==> config.mk <==
export PLATFORM = sky130hd
export DESIGN_NAME = multi_slot_periodic_timer_core
export DESIGN_NICKNAME = d
export VERILOG_FILES = /design/src/design/mspt_pkg.sv /design/src/design/mspt_slot_mem.sv /design/src/design/mspt_regs.sv /design/src/design/multi_slot_periodic_timer_core.sv
export SDC_FILE = /design/constraint.sdc
export NUM_CORES = 2
export LEC_CHECK = 0
export ABC_CLOCK_PERIOD_IN_PS = 12100
export BUFFER_PORTS_ARGS = -buffer_cell sky130_fd_sc_hd__buf_2
export CORE_MARGIN = 2
export CORE_UTILIZATION = 45
export CTS_BUF_LIST = sky130_fd_sc_hd__clkbuf_8
export DETAILED_ROUTE_END_ITERATION = 8
export PLACE_DENSITY_LB_ADDON = 0.1
export SLEW_MARGIN = 40
export SYNTH_ARGS = -nofsm -noshare
export SYNTH_HDL_FRONTEND = slang
export SYNTH_SLANG_ARGS = --single-unit
==> constraint.sdc <==
create_clock -name clk_i -period 12.1 [get_ports clk_i]
set_input_delay 2.42 -clock clk_i [delete_from_list [all_inputs] [get_ports clk_i]]
set_output_delay 2.42 -clock clk_i [all_outputs]
set_load 0.02 [all_outputs]
==> src/design/mspt_pkg.sv <==
`timescale 1ns / 1ps
package mspt_pkg;

  typedef enum logic [1:0] {
    OP_TICK  = 2'd0,
    OP_START = 2'd1,
    OP_KILL  = 2'd2,
    OP_CLEAR = 2'd3
  } op_e;

  localparam int unsigned IvlW     = 32;
  localparam int unsigned ElapsedW = 33;
  localparam int unsigned TagW     = 32;
  localparam int unsigned StepW    = 16;
  localparam logic [StepW-1:0] StepReset = 16'd500;

  // One slot as stored in the slot memory
  typedef struct packed {
    logic [IvlW-1:0]     interval;
    logic [ElapsedW-1:0] elapsed;
    logic [TagW-1:0]     tag;
  } slot_entry_t;

endpackage

==> src/design/mspt_slot_mem.sv <==
`timescale 1ns / 1ps
module mspt_slot_mem
  import mspt_pkg::*;
#(
  parameter int unsigned Depth = 16,
  parameter int unsigned AddrW = 4
) (
  input  logic             clk_i,
  input  logic             we_i,
  input  logic [AddrW-1:0] waddr_i,
  input  slot_entry_t      wdata_i,
  input  logic             re_i,
  input  logic [AddrW-1:0] raddr_i,
  output slot_entry_t      rdata_o
);

  slot_entry_t mem_q [Depth];
  slot_entry_t rdata_q;

  always_ff @(posedge clk_i) begin
    if (we_i) begin
      mem_q[waddr_i] <= wdata_i;
    end
  end

  // read data holds while no read is issued
  always_ff @(posedge clk_i) begin
    if (re_i) begin
      rdata_q <= mem_q[raddr_i];
    end
  end

  assign rdata_o = rdata_q;

endmodule

==> src/design/mspt_regs.sv <==
`timescale 1ns / 1ps
module mspt_regs
  import mspt_pkg::*;
(
  input  logic             clk_i,
  input  logic             rst_ni,
  input  logic             psel,
  input  logic             penable,
  input  logic             pwrite,
  input  logic [2:0]       paddr,
  input  logic [31:0]      pwdata,
  output logic [31:0]      prdata,
  output logic [StepW-1:0] tick_step_o
);

  logic [StepW-1:0] step_q, step_d;
  logic             sel_step;

  assign sel_step = (paddr[2] == 1'b0);

  always_comb begin
    step_d = step_q;
    if (psel && penable && pwrite && sel_step) begin
      step_d = pwdata[StepW-1:0];
    end
  end

  always_ff @(posedge clk_i or negedge rst_ni) begin
    if (!rst_ni) begin
      step_q <= StepReset;
    end else begin
      step_q <= step_d;
    end
  end

  assign prdata      = sel_step ? 32'(step_q) : 32'd0;
  assign tick_step_o = step_q;

endmodule

==> src/design/multi_slot_periodic_timer_core.sv <==
`timescale 1ns / 1ps
// Start, kill and clear words are taken in idle; the block stays ready for the next word.
// A tick sweeps the slot memory one slot per cycle, with the input not ready until the
// sweep ends; a full output register stalls the sweep.
// A report is held until the next slot fires, the final one until the sweep is done.
// Reset (async, active low) disarms all slots and sets tick_step to 500; no clearing pass.
module multi_slot_periodic_timer_core
  import mspt_pkg::*;
#(
  parameter int unsigned SLOTS = 16
) (
  input  logic        clk_i,
  input  logic        rst_ni,
  input  logic        psel,
  input  logic        penable,
  input  logic        pwrite,
  input  logic [2:0]  paddr,
  input  logic [31:0] pwdata,
  output logic [31:0] prdata,
  output logic        pready,
  input  logic        in_valid_i,
  output logic        in_ready_o,
  input  logic [1:0]  operation_i,
  input  logic [3:0]  slot_index_i,
  input  logic [31:0] interval_ms_i,
  input  logic [31:0] user_tag_i,
  output logic        out_valid_o,
  input  logic        out_ready_i,
  output logic [3:0]  fired_slot_o,
  output logic [31:0] fired_tag_o,
  output logic        last_of_tick_o
);

  localparam int unsigned IdxW = (SLOTS > 1) ? $clog2(SLOTS) : 1;
  localparam int unsigned CntW = $clog2(SLOTS + 1);

  typedef enum logic [2:0] {
    ST_IDLE  = 3'b001,
    ST_SWEEP = 3'b010,
    ST_FLUSH = 3'b100
  } state_e;

  state_e state_q, state_d;

  logic [StepW-1:0] tick_step;
  logic             accept;
  logic             idx_ok;
  logic [IdxW-1:0]  in_idx;

  logic             armed_q [SLOTS];
  logic [CntW-1:0]  rd_cnt_q, rd_cnt_d;
  logic             s1_v_q, s1_v_d;
  logic             s1_armed_q, s1_armed_d;
  logic [IdxW-1:0]  s1_idx_q, s1_idx_d;

  logic             pend_v_q, pend_v_d;
  logic [IdxW-1:0]  pend_idx_q, pend_idx_d;
  logic [TagW-1:0]  pend_tag_q, pend_tag_d;

  logic             out_v_q, out_v_d;
  logic [3:0]       out_slot_q, out_slot_d;
  logic [TagW-1:0]  out_tag_q, out_tag_d;
  logic             out_last_q, out_last_d;

  logic             mem_we, mem_re;
  logic [IdxW-1:0]  mem_waddr, mem_raddr;
  slot_entry_t      mem_wdata, mem_rdata;

  logic [ElapsedW-1:0] sum;
  logic             fire, stall, adv, issue, out_free, push_mid, push_fin;

  mspt_regs u_regs (
    .clk_i       (clk_i),
    .rst_ni      (rst_ni),
    .psel        (psel),
    .penable     (penable),
    .pwrite      (pwrite),
    .paddr       (paddr),
    .pwdata      (pwdata),
    .prdata      (prdata),
    .tick_step_o (tick_step)
  );

  assign pready = 1'b1;

  mspt_slot_mem #(
    .Depth (SLOTS),
    .AddrW (IdxW)
  ) u_mem (
    .clk_i   (clk_i),
    .we_i    (mem_we),
    .waddr_i (mem_waddr),
    .wdata_i (mem_wdata),
    .re_i    (mem_re),
    .raddr_i (mem_raddr),
    .rdata_o (mem_rdata)
  );

  assign in_ready_o = (state_q == ST_IDLE);
  assign accept     = in_valid_i && in_ready_o;
  assign idx_ok     = (32'(slot_index_i) < SLOTS);
  assign in_idx     = IdxW'(slot_index_i);

  // eval stage: slot data arrived from memory
  assign sum      = mem_rdata.elapsed + ElapsedW'(tick_step);
  assign fire     = s1_v_q && s1_armed_q && (sum >= ElapsedW'(mem_rdata.interval));
  assign out_free = !out_v_q || out_ready_i;
  // a new fire pushes the held report out; hold the sweep if there is no room
  assign stall    = fire && pend_v_q && !out_free;
  assign adv      = (state_q == ST_SWEEP) && !stall;
  assign issue    = adv && (rd_cnt_q < CntW'(SLOTS));
  assign push_mid = adv && fire && pend_v_q;
  assign push_fin = (state_q == ST_FLUSH) && pend_v_q && out_free;

  assign mem_re    = issue;
  assign mem_raddr = rd_cnt_q[IdxW-1:0];

  always_comb begin
    mem_we    = 1'b0;
    mem_waddr = s1_idx_q;
    mem_wdata = mem_rdata;
    if (accept && operation_i == OP_START && idx_ok) begin
      mem_we             = 1'b1;
      mem_waddr          = in_idx;
      mem_wdata.interval = interval_ms_i;
      mem_wdata.elapsed  = '0;
      mem_wdata.tag      = user_tag_i;
    end else if (adv && s1_v_q && s1_armed_q) begin
      mem_we            = 1'b1;
      mem_wdata.elapsed = fire ? '0 : sum;
    end
  end

  always_comb begin
    state_d    = state_q;
    rd_cnt_d   = rd_cnt_q;
    s1_v_d     = s1_v_q;
    s1_armed_d = s1_armed_q;
    s1_idx_d   = s1_idx_q;
    pend_v_d   = pend_v_q;
    pend_idx_d = pend_idx_q;
    pend_tag_d = pend_tag_q;
    case (state_q)
      ST_IDLE: begin
        if (accept && operation_i == OP_TICK) begin
          rd_cnt_d = '0;
          s1_v_d   = 1'b0;
          state_d  = ST_SWEEP;
        end
      end
      ST_SWEEP: begin
        if (adv) begin
          s1_v_d = issue;
          if (issue) begin
            s1_idx_d   = rd_cnt_q[IdxW-1:0];
            s1_armed_d = armed_q[rd_cnt_q[IdxW-1:0]];
            rd_cnt_d   = rd_cnt_q + CntW'(1);
          end else begin
            state_d = ST_FLUSH;
          end
          if (fire) begin
            pend_v_d   = 1'b1;
            pend_idx_d = s1_idx_q;
            pend_tag_d = mem_rdata.tag;
          end
        end
      end
      ST_FLUSH: begin
        if (!pend_v_q) begin
          state_d = ST_IDLE;
        end else if (out_free) begin
          pend_v_d = 1'b0;
          state_d  = ST_IDLE;
        end
      end
      default: begin
        state_d = ST_IDLE;
      end
    endcase
  end

  always_comb begin
    out_v_d    = out_v_q;
    out_slot_d = out_slot_q;
    out_tag_d  = out_tag_q;
    out_last_d = out_last_q;
    if (push_mid || push_fin) begin
      out_v_d    = 1'b1;
      out_slot_d = 4'(pend_idx_q);
      out_tag_d  = pend_tag_q;
      out_last_d = push_fin;
    end else if (out_ready_i) begin
      out_v_d = 1'b0;
    end
  end

  always_ff @(posedge clk_i or negedge rst_ni) begin
    if (!rst_ni) begin
      state_q  <= ST_IDLE;
      rd_cnt_q <= '0;
      s1_v_q   <= 1'b0;
      pend_v_q <= 1'b0;
      out_v_q  <= 1'b0;
    end else begin
      state_q  <= state_d;
      rd_cnt_q <= rd_cnt_d;
      s1_v_q   <= s1_v_d;
      pend_v_q <= pend_v_d;
      out_v_q  <= out_v_d;
    end
  end

  always_ff @(posedge clk_i) begin
    s1_armed_q <= s1_armed_d;
    s1_idx_q   <= s1_idx_d;
    pend_idx_q <= pend_idx_d;
    pend_tag_q <= pend_tag_d;
    out_slot_q <= out_slot_d;
    out_tag_q  <= out_tag_d;
    out_last_q <= out_last_d;
  end

  // armed flags live in flops so reset clears them at once
  always_ff @(posedge clk_i or negedge rst_ni) begin
    if (!rst_ni) begin
      for (int i = 0; i < SLOTS; i++) begin
        armed_q[i] <= 1'b0;
      end
    end else if (accept) begin
      case (operation_i)
        OP_START: begin
          if (idx_ok) begin
            armed_q[in_idx] <= 1'b1;
          end
        end
        OP_KILL: begin
          if (idx_ok) begin
            armed_q[in_idx] <= 1'b0;
          end
        end
        OP_CLEAR: begin
          for (int i = 0; i < SLOTS; i++) begin
            armed_q[i] <= 1'b0;
          end
        end
        default: begin
        end
      endcase
    end
  end

  assign out_valid_o    = out_v_q;
  assign fired_slot_o   = out_slot_q;
  assign fired_tag_o    = out_tag_q;
  assign last_of_tick_o = out_last_q;

endmodule

# [Word level (Yosys, flattened, before mapping)]
# Memory sizes are Yosys's and may differ from the RTL's. A register that Yosys moved wholly into a read port is not among the register bits.
# Cells that the tools add are included.
[op_classes] n_addsub=2 n_mux=37 n_lt_le_gt_ge=5 reduce_logical=36 n_eq_ne=12 bitwise_logic=6
[op_table] cell="$mux W33" count=3
[op_table] cell="$mux W32" count=2
[op_table] cell="$pmux W16 S3" count=1
[op_table] cell="$add A33 B16 Y33" count=1
[op_table] cell="$ge A33 B32 Y1" count=1
[op_table] cell="$logic_and A1 B1 Y1" count=19
[op_table] cell="$and A16 B16 Y16" count=1
[op_table] cell="$mux W16" count=1
[op_table] cell="$not A16 Y16" count=1
[op_table] cell="$or A16 B16 Y16" count=1
[op_table] cell="$mux W1" count=15
[op_table] cell="$mux W3" count=5
[op_table] cell="$mux W5" count=3
[op_table] cell="$reduce_and A3 Y1" count=4
[op_table] cell="$ge A5 B5 Y1 const B" count=2
[op_table] cell="$not A4 Y5" count=2
[op_table] cell="$pmux W5 S2" count=1
[op_table] cell="$pmux W3 S3" count=1
[op_table] cell="$ne A2 B2 Y1 const B" count=4
[op_table] cell="$reduce_and A4 Y1" count=2
[op_table] cell="$reduce_bool A2 Y1" count=3
[op_table] cell="$add A5 B1 Y5 const B" count=1
[op_table] cell="$lt A5 B1 Y1 const B" count=1
[op_table] cell="$lt A5 B5 Y1 const B" count=1
[op_table] cell="17 further kinds" count=22
[totals] n_memories=1 register_bits=121 ramBits=1552 word_cells=128
[mem_list] name="u_mem.mem_q" words=16 word_bits=97 read_ports=1 rd_ports_with_merged_regs=1 write_ports=1 line="mspt_slot_mem.sv:17" text="slot_entry_t mem_q [Depth];"

# [Depth between registers and ports, before layout]
[logic_depth] ltp_word=13 ltp_mapped=21 ltp_nobuf=19

# [Modules after synthesis]
# A second synthesis with hierarchy kept.
[unflattened] cells_unflattened=3239 area_unflattened_um2=68806.0
[by_module_without_submodules] module="mspt_slot_mem" n_inst=1 seq_area_each_um2=49517.5 area_per_inst_um2=60840.9 cells_each=2484
[by_module_without_submodules] module="multi_slot_periodic_timer_core" n_inst=1 seq_area_each_um2=3019.1 area_per_inst_um2=7069.3 cells_each=687
[by_module_without_submodules] module="mspt_regs" n_inst=1 seq_area_each_um2=407.9 area_per_inst_um2=895.9 cells_each=68

# [Least setup slack after synthesis]
# No wires, ideal clock.
[synth_path] path_type="register to register" startpoint="register u_regs.step_q[0], in the netlist u_regs.tick_step_o[0]" endpoint="memory u_mem.mem_q[1][0] (netlist name), enable pin" stages_incl_launch_ff=21 setup_time_ps=554 n_path_buf=1 period_less_slack_ps=8823 path_slack_ps=3277 t_required_ps=11546 arrival_time_ps=8269 path_cell_list="dfrtp_1 ha_1 inv_1 fa_1 nor2b_1 o31a_1 o21ai_2 o21ai_1 nand3_1 or3_1 nand2_1 ha_1 nand4_1 a21oi_1 a2111oi_0 o211ai_1 o221a_4 nor4_4 buf_6 o22ai_1 nor2_1"
[synth_between] elab_chain_len=13
[synth_rtl] item="from (decl)" line="mspt_regs.sv:16" text="logic [StepW-1:0] step_q, step_d;"
[synth_rtl] item="from (signal assigned)" line="mspt_regs.sv:30" text="step_q <= StepReset;"
[synth_rtl] item="from (signal assigned)" line="mspt_regs.sv:32" text="step_q <= step_d;"
[synth_rtl] item="$add A33 B16 Y33" line="multi_slot_periodic_timer_core.sv:105" text="assign sum = mem_rdata.elapsed + ElapsedW'(tick_step);"
[synth_rtl] item="$ge A33 B32 Y1" line="multi_slot_periodic_timer_core.sv:106" text="assign fire = s1_v_q && s1_armed_q && (sum >= ElapsedW'(mem_rdata.interval));"
[synth_rtl] item="$logic_and A1 B1 Y1" line="multi_slot_periodic_timer_core.sv:106"
[synth_rtl] item="$logic_and A1 B1 Y1 (2 in series)" line="multi_slot_periodic_timer_core.sv:109" text="assign stall = fire && pend_v_q && !out_free;"
[synth_rtl] item="$logic_not A1 Y1" line="multi_slot_periodic_timer_core.sv:110" text="assign adv = (state_q == ST_SWEEP) && !stall;"
[synth_rtl] item="$logic_and A1 B1 Y1" line="multi_slot_periodic_timer_core.sv:110"
[synth_rtl] item="$logic_and A1 B1 Y1 (2 in series)" line="multi_slot_periodic_timer_core.sv:128" text="end else if (adv && s1_v_q && s1_armed_q) begin"
[synth_rtl] item="$mux W1" line="multi_slot_periodic_timer_core.sv:128"
[synth_rtl] item="$mux W1" line="multi_slot_periodic_timer_core.sv:122" text="if (accept && operation_i == OP_START && idx_ok) begin"
[synth_rtl] item="$mux W1" line="mspt_slot_mem.sv:21" text="if (we_i) begin"
[synth_rtl] item="$mux W1 (implied by the code)" line="mspt_slot_mem.sv:22" text="mem_q[waddr_i] <= wdata_i;"
[synth_rtl] item="to (decl)" line="mspt_slot_mem.sv:17"
# Every way passes these cells.

# [Worst setup path in the final report]
[layout_path] startpoint="register u_regs.step_q[0], in the netlist u_regs.tick_step_o[0]" endpoint="memory u_mem.mem_q[6][31] (netlist name), enable pin"
# The elaborated chain is that of the path after synthesis.

==> impl_metrics.csv <==
group,metric,value,unit
synthesis,synth.area.top_cells,"edfxtp_1, mux4_2, dfrtp_1",
setup_path,r2r_end,"u_mem.mem_q[6][31]",
sta,tightest_slew,0.9068,ns
sta,skew,0.07361,ns
final_layout,syn2layout_area_growth,13.58,%
synthesis,yosys.area.top_type,"edfxtp_1",
setup_path,crit_type,"reg -> reg",
clock_tree,cts_hold_buf,0,
final_layout,layout.cells.non_filler,5761,
route,dr.pass1.iters,6,
power_and_ir_drop,p_leak,24.89,nW
synthesis,synthCells,3132,
floorplan,io_pins,184,
synthesis,async_flop_share,2.429,%
grt,grt_overflow,0,
sta,rsz0062_at_grt,"no",
route,wire_per_inst,29.14,um
route,drt_iter0_markers,2908,
synthesis,yosysSeqAreaShare,76.72,%
clock_tree,clock_tree.buffer_depth,4,
setup_path,worst-endpoint-required,12.70,ns
placement,dp_cells,5247,
grt,grt_pass1_vias,35180,
floorplan,start_util,45.37,%
setup_path,cp-end-kind,"register",
route,antenna_left,0,
clock_tree,post_cts_buffers,0,
sta,period_minus_slack,7.599,ns
setup_path,critPathMaxFanout,26,
setup_path,worst-r2r-setup-slack,4.50,ns
setup_path,r2r-start,"u_regs.tick_step_o[0]",
synthesis,synth_most_common_cell,"edfxtp_1",
synthesis,ys_top_cells_by_count,"edfxtp_1, mux4_2, nand2_1",
clock_tree,cts_tree,"done",
placement,dpl.hpwl,88.31,mm
floorplan,die_w,395.6,um
synthesis,yosysUniqueCellTypes,68,
final_layout,nets,3693,
floorplan,rows,143,
power_and_ir_drop,ir_drop,0.08637,mV
clock_tree,cts_made_buffers,310,
sta,finalHoldViolCount,0,
grt,antenna_found_initial,1,
synthesis,ys_ff_latch,1770,
clock_tree,ctsResizeCount,0,
sta,drv_slew,0,
route,vias,33400,
route,detail_route.wirelength,167.9,mm
run_status,status,"finished, final reports clean",
placement,placed_cell_area,72900,um^2
synthesis,synth_edf_count,1727,
hold_path,hp-start,"pend_tag_q[2]",
sta,min_period_over_period,62.81,%
clock_tree,ctsRootBufferMaster,"clkbuf_8",
synthesis,netlist_area,69010,um^2
route,drcViolationCount,0,
grt,grt_start_max_net_pins,121,
clock_tree,clk_pin_slew_worst_paths,0.06,ns
floorplan,chipHeight,395.6,um
grt,grt_pass1_wl,242.3,mm
hold_path,min_to,"fired_tag_o[2]",
sta,relSlewSlack,39.54,%
synthesis,synth.top_cell.area_share,75.15,%
clock_tree,cts_num_sinks,1770,
synthesis,syn_area_per_cell,22.03,um^2
clock_tree,clk_latency,1.00,ns
flow_run,cap_violations,0,
synthesis,synth-main-ff-cell,"edfxtp_1",
sta,setup-tns-final,0,ns
placement,finalWeightedCongestion,0.8080,
sta,fmax,131.6,MHz
floorplan,dieArea,156500,um^2
power_and_ir_drop,power.density,158.7,nW/um^2
floorplan,core_area,152100,um^2
hold_path,holdPathStages,0,
setup_path,rr_worst_depth,21,
setup_path,start_kind,"register",
placement,port_buffers,148,
clock_tree,cts-htree-levels,5,
sta,setup_violations,0,
synthesis,yosysWarnings,0,
final_layout,post-route-cell-area,78380,um^2
final_layout,layout-drive-gt1-share,31.72,%
final_layout,num-fill-cells,11980,
grt,grt_util_all_layers,21.60,%
hold_path,worst_hold_path_type,"reg -> reg",
route,viasPerCell,5.797,
setup_path,arrival,8.20,ns
## metrics by stage
step | util, % | worst slack (ns) | hold WS, ns | power (mW)
after global routing | 51.54 | 4.008 | 0.4214 | 12.92
after global placement | 47.58 | 4.460 | 0.4058 | 7.698
final | 51.54 | 4.501 | 0.4156 | 12.44
after CTS | 51.45 | 4.506 | 0.4137 | 12.60
after detailed placement | 47.94 | 4.560 | 0.4045 | 7.732
after floorplan | - | 3.277 | 0.4003 | 7.487
## worst max-delay path by stage
stage | startpoint | to | slack [ns] | depth (start not counted)
after global placement | u_regs.tick_step_o[0] | u_mem.mem_q[5][36] | 4.46 | 20
after floorplan | u_regs.tick_step_o[0] | u_mem.mem_q[1][0] | 3.28 | 20
after global routing | u_regs.tick_step_o[0] | u_mem.mem_q[6][59] | 4.01 | 21
final | u_regs.tick_step_o[0] | u_mem.mem_q[6][31] | 4.50 | 21
after detailed placement | u_regs.tick_step_o[0] | u_mem.mem_q[6][0] | 4.56 | 21
after CTS | u_regs.tick_step_o[0] | u_mem.mem_q[6][55] | 4.51 | 21
## logic make-up (layout without fill, tap and decap cells)
logic type | Yosys count | in the layout | synth area share (%)
flops | 1770 | 1770 | 76.72
mux | 509 | 509 | 16.30
simple gates | 334 | 334 | 2.268
compound gates | 237 | 237 | 2.185
buf+inv | 205 | 787 | 1.276
fa+ha+maj | 50 | 50 | 0.9175
xor+xnor | 25 | 25 | 0.3173
other cells | 2 | 19 | 0.01088
## cell usage in the layout (no fill, tap or decap), types with 5 or more instances in the layout
| cell type | instances |
|---|---|
| and3_1 | 12 |
| xnor2_1 | 20 |
| dfstp_2 | 7 |
| a21oi_1 | 56 |
| dfrtp_1 | 32 |
| nor2b_1 | 22 |
| o21a_1 | 5 |
| nor3b_1 | 9 |
| edfxtp_1 | 1727 |
| bufinv_16 | 5 |
| o21ai_1 | 6 |
| buf_4 | 31 |
| o21ai_0 | 55 |
| buf_2 | 148 |
| mux2_2 | 18 |
| nor3_1 | 13 |
| nor2_1 | 26 |
| or2_2 | 5 |
| ha_1 | 49 |
| o211ai_1 | 6 |
| clkbuf_8 | 323 |
| nor2_4 | 20 |
| clkinv_2 | 29 |
| conb_1 | 17 |
| a31oi_1 | 8 |
| o21ai_2 | 28 |
| xor2_1 | 5 |
| clkinv_1 | 68 |
| buf_12 | 9 |
| nand2_1 | 168 |
| mux4_2 | 490 |
| nand3_1 | 23 |
| nand4_1 | 12 |
| inv_1 | 122 |
| buf_16 | 12 |
| a211oi_1 | 5 |
| a22o_1 | 19 |
| a21o_1 | 13 |
| buf_6 | 30 |
## state kept, by name (all words and copies together) (netlist names)
signal and count:
armed_q 16, fired_slot_o 4, fired_tag_o 32, last_of_tick_o 1, out_valid_o 1, pend_idx_q 4, pend_tag_q 32, pend_v_q 1
rd_cnt_q 5, s1_armed_q 1, s1_idx_q 4, s1_v_q 1, state_q 3, u_mem.mem_q 1552, u_mem.rdata_o 97, u_regs.tick_step_o 16
## final cells by class
type | instances | area, um^2 | share of cell area [%]
Sequential cell | 1770 | 52960 | 67.57
Multi-Input combinational cell | 1172 | 15490 | 19.77
Clock buffer | 323 | 4446 | 5.672
Tap cell | 2030 | 2540 | 3.241
Timing Repair Buffer | 235 | 1887 | 2.407
Clock inverter | 187 | 890.9 | 1.137
Inverter | 42 | 157.7 | 0.2011
Antenna cell | 2 | 5.005 | 0.006385
## critical path: stages, from the launching register on
cell	delay, ns
dfrtp_1	0.43
ha_1	0.19
inv_1	0.06
fa_1	0.42
nor2b_1	0.17
o31a_1	0.28
o21ai_2	0.18
o21ai_1	0.57
nand3_1	0.34
or3_1	0.41
nand2_1	0.09
ha_1	0.24
nand4_1	0.11
a21oi_1	0.06
a2111oi_0	0.39
o211ai_1	0.21
o221ai_1	0.42
a31oi_1	0.37
o32a_1	0.59
nor2_4	0.38
buf_4	0.64
buf_4	0.63
## where the power goes
group / leakage [nW] / total [mW] / internal, mW / switching [mW]
Combinational: 5.79 / 0.804 / 0.374 / 0.430
Clock: 3.05 / 4.84 / 2.55 / 2.29
Sequential: 16.1 / 6.79 / 6.75 / 0.0437
## metal layers
layer	vias to the layer above	GRT usage [%]	part of all wire (%)
li1	13960	-	-
met1	18080	29.41	42
met2	1117	35.95	50
met3	241	4.356	6.0
met4	0	5.337	1.9
met5	-	0	0
No activity file was read; power rests on OpenSTA's default activity.
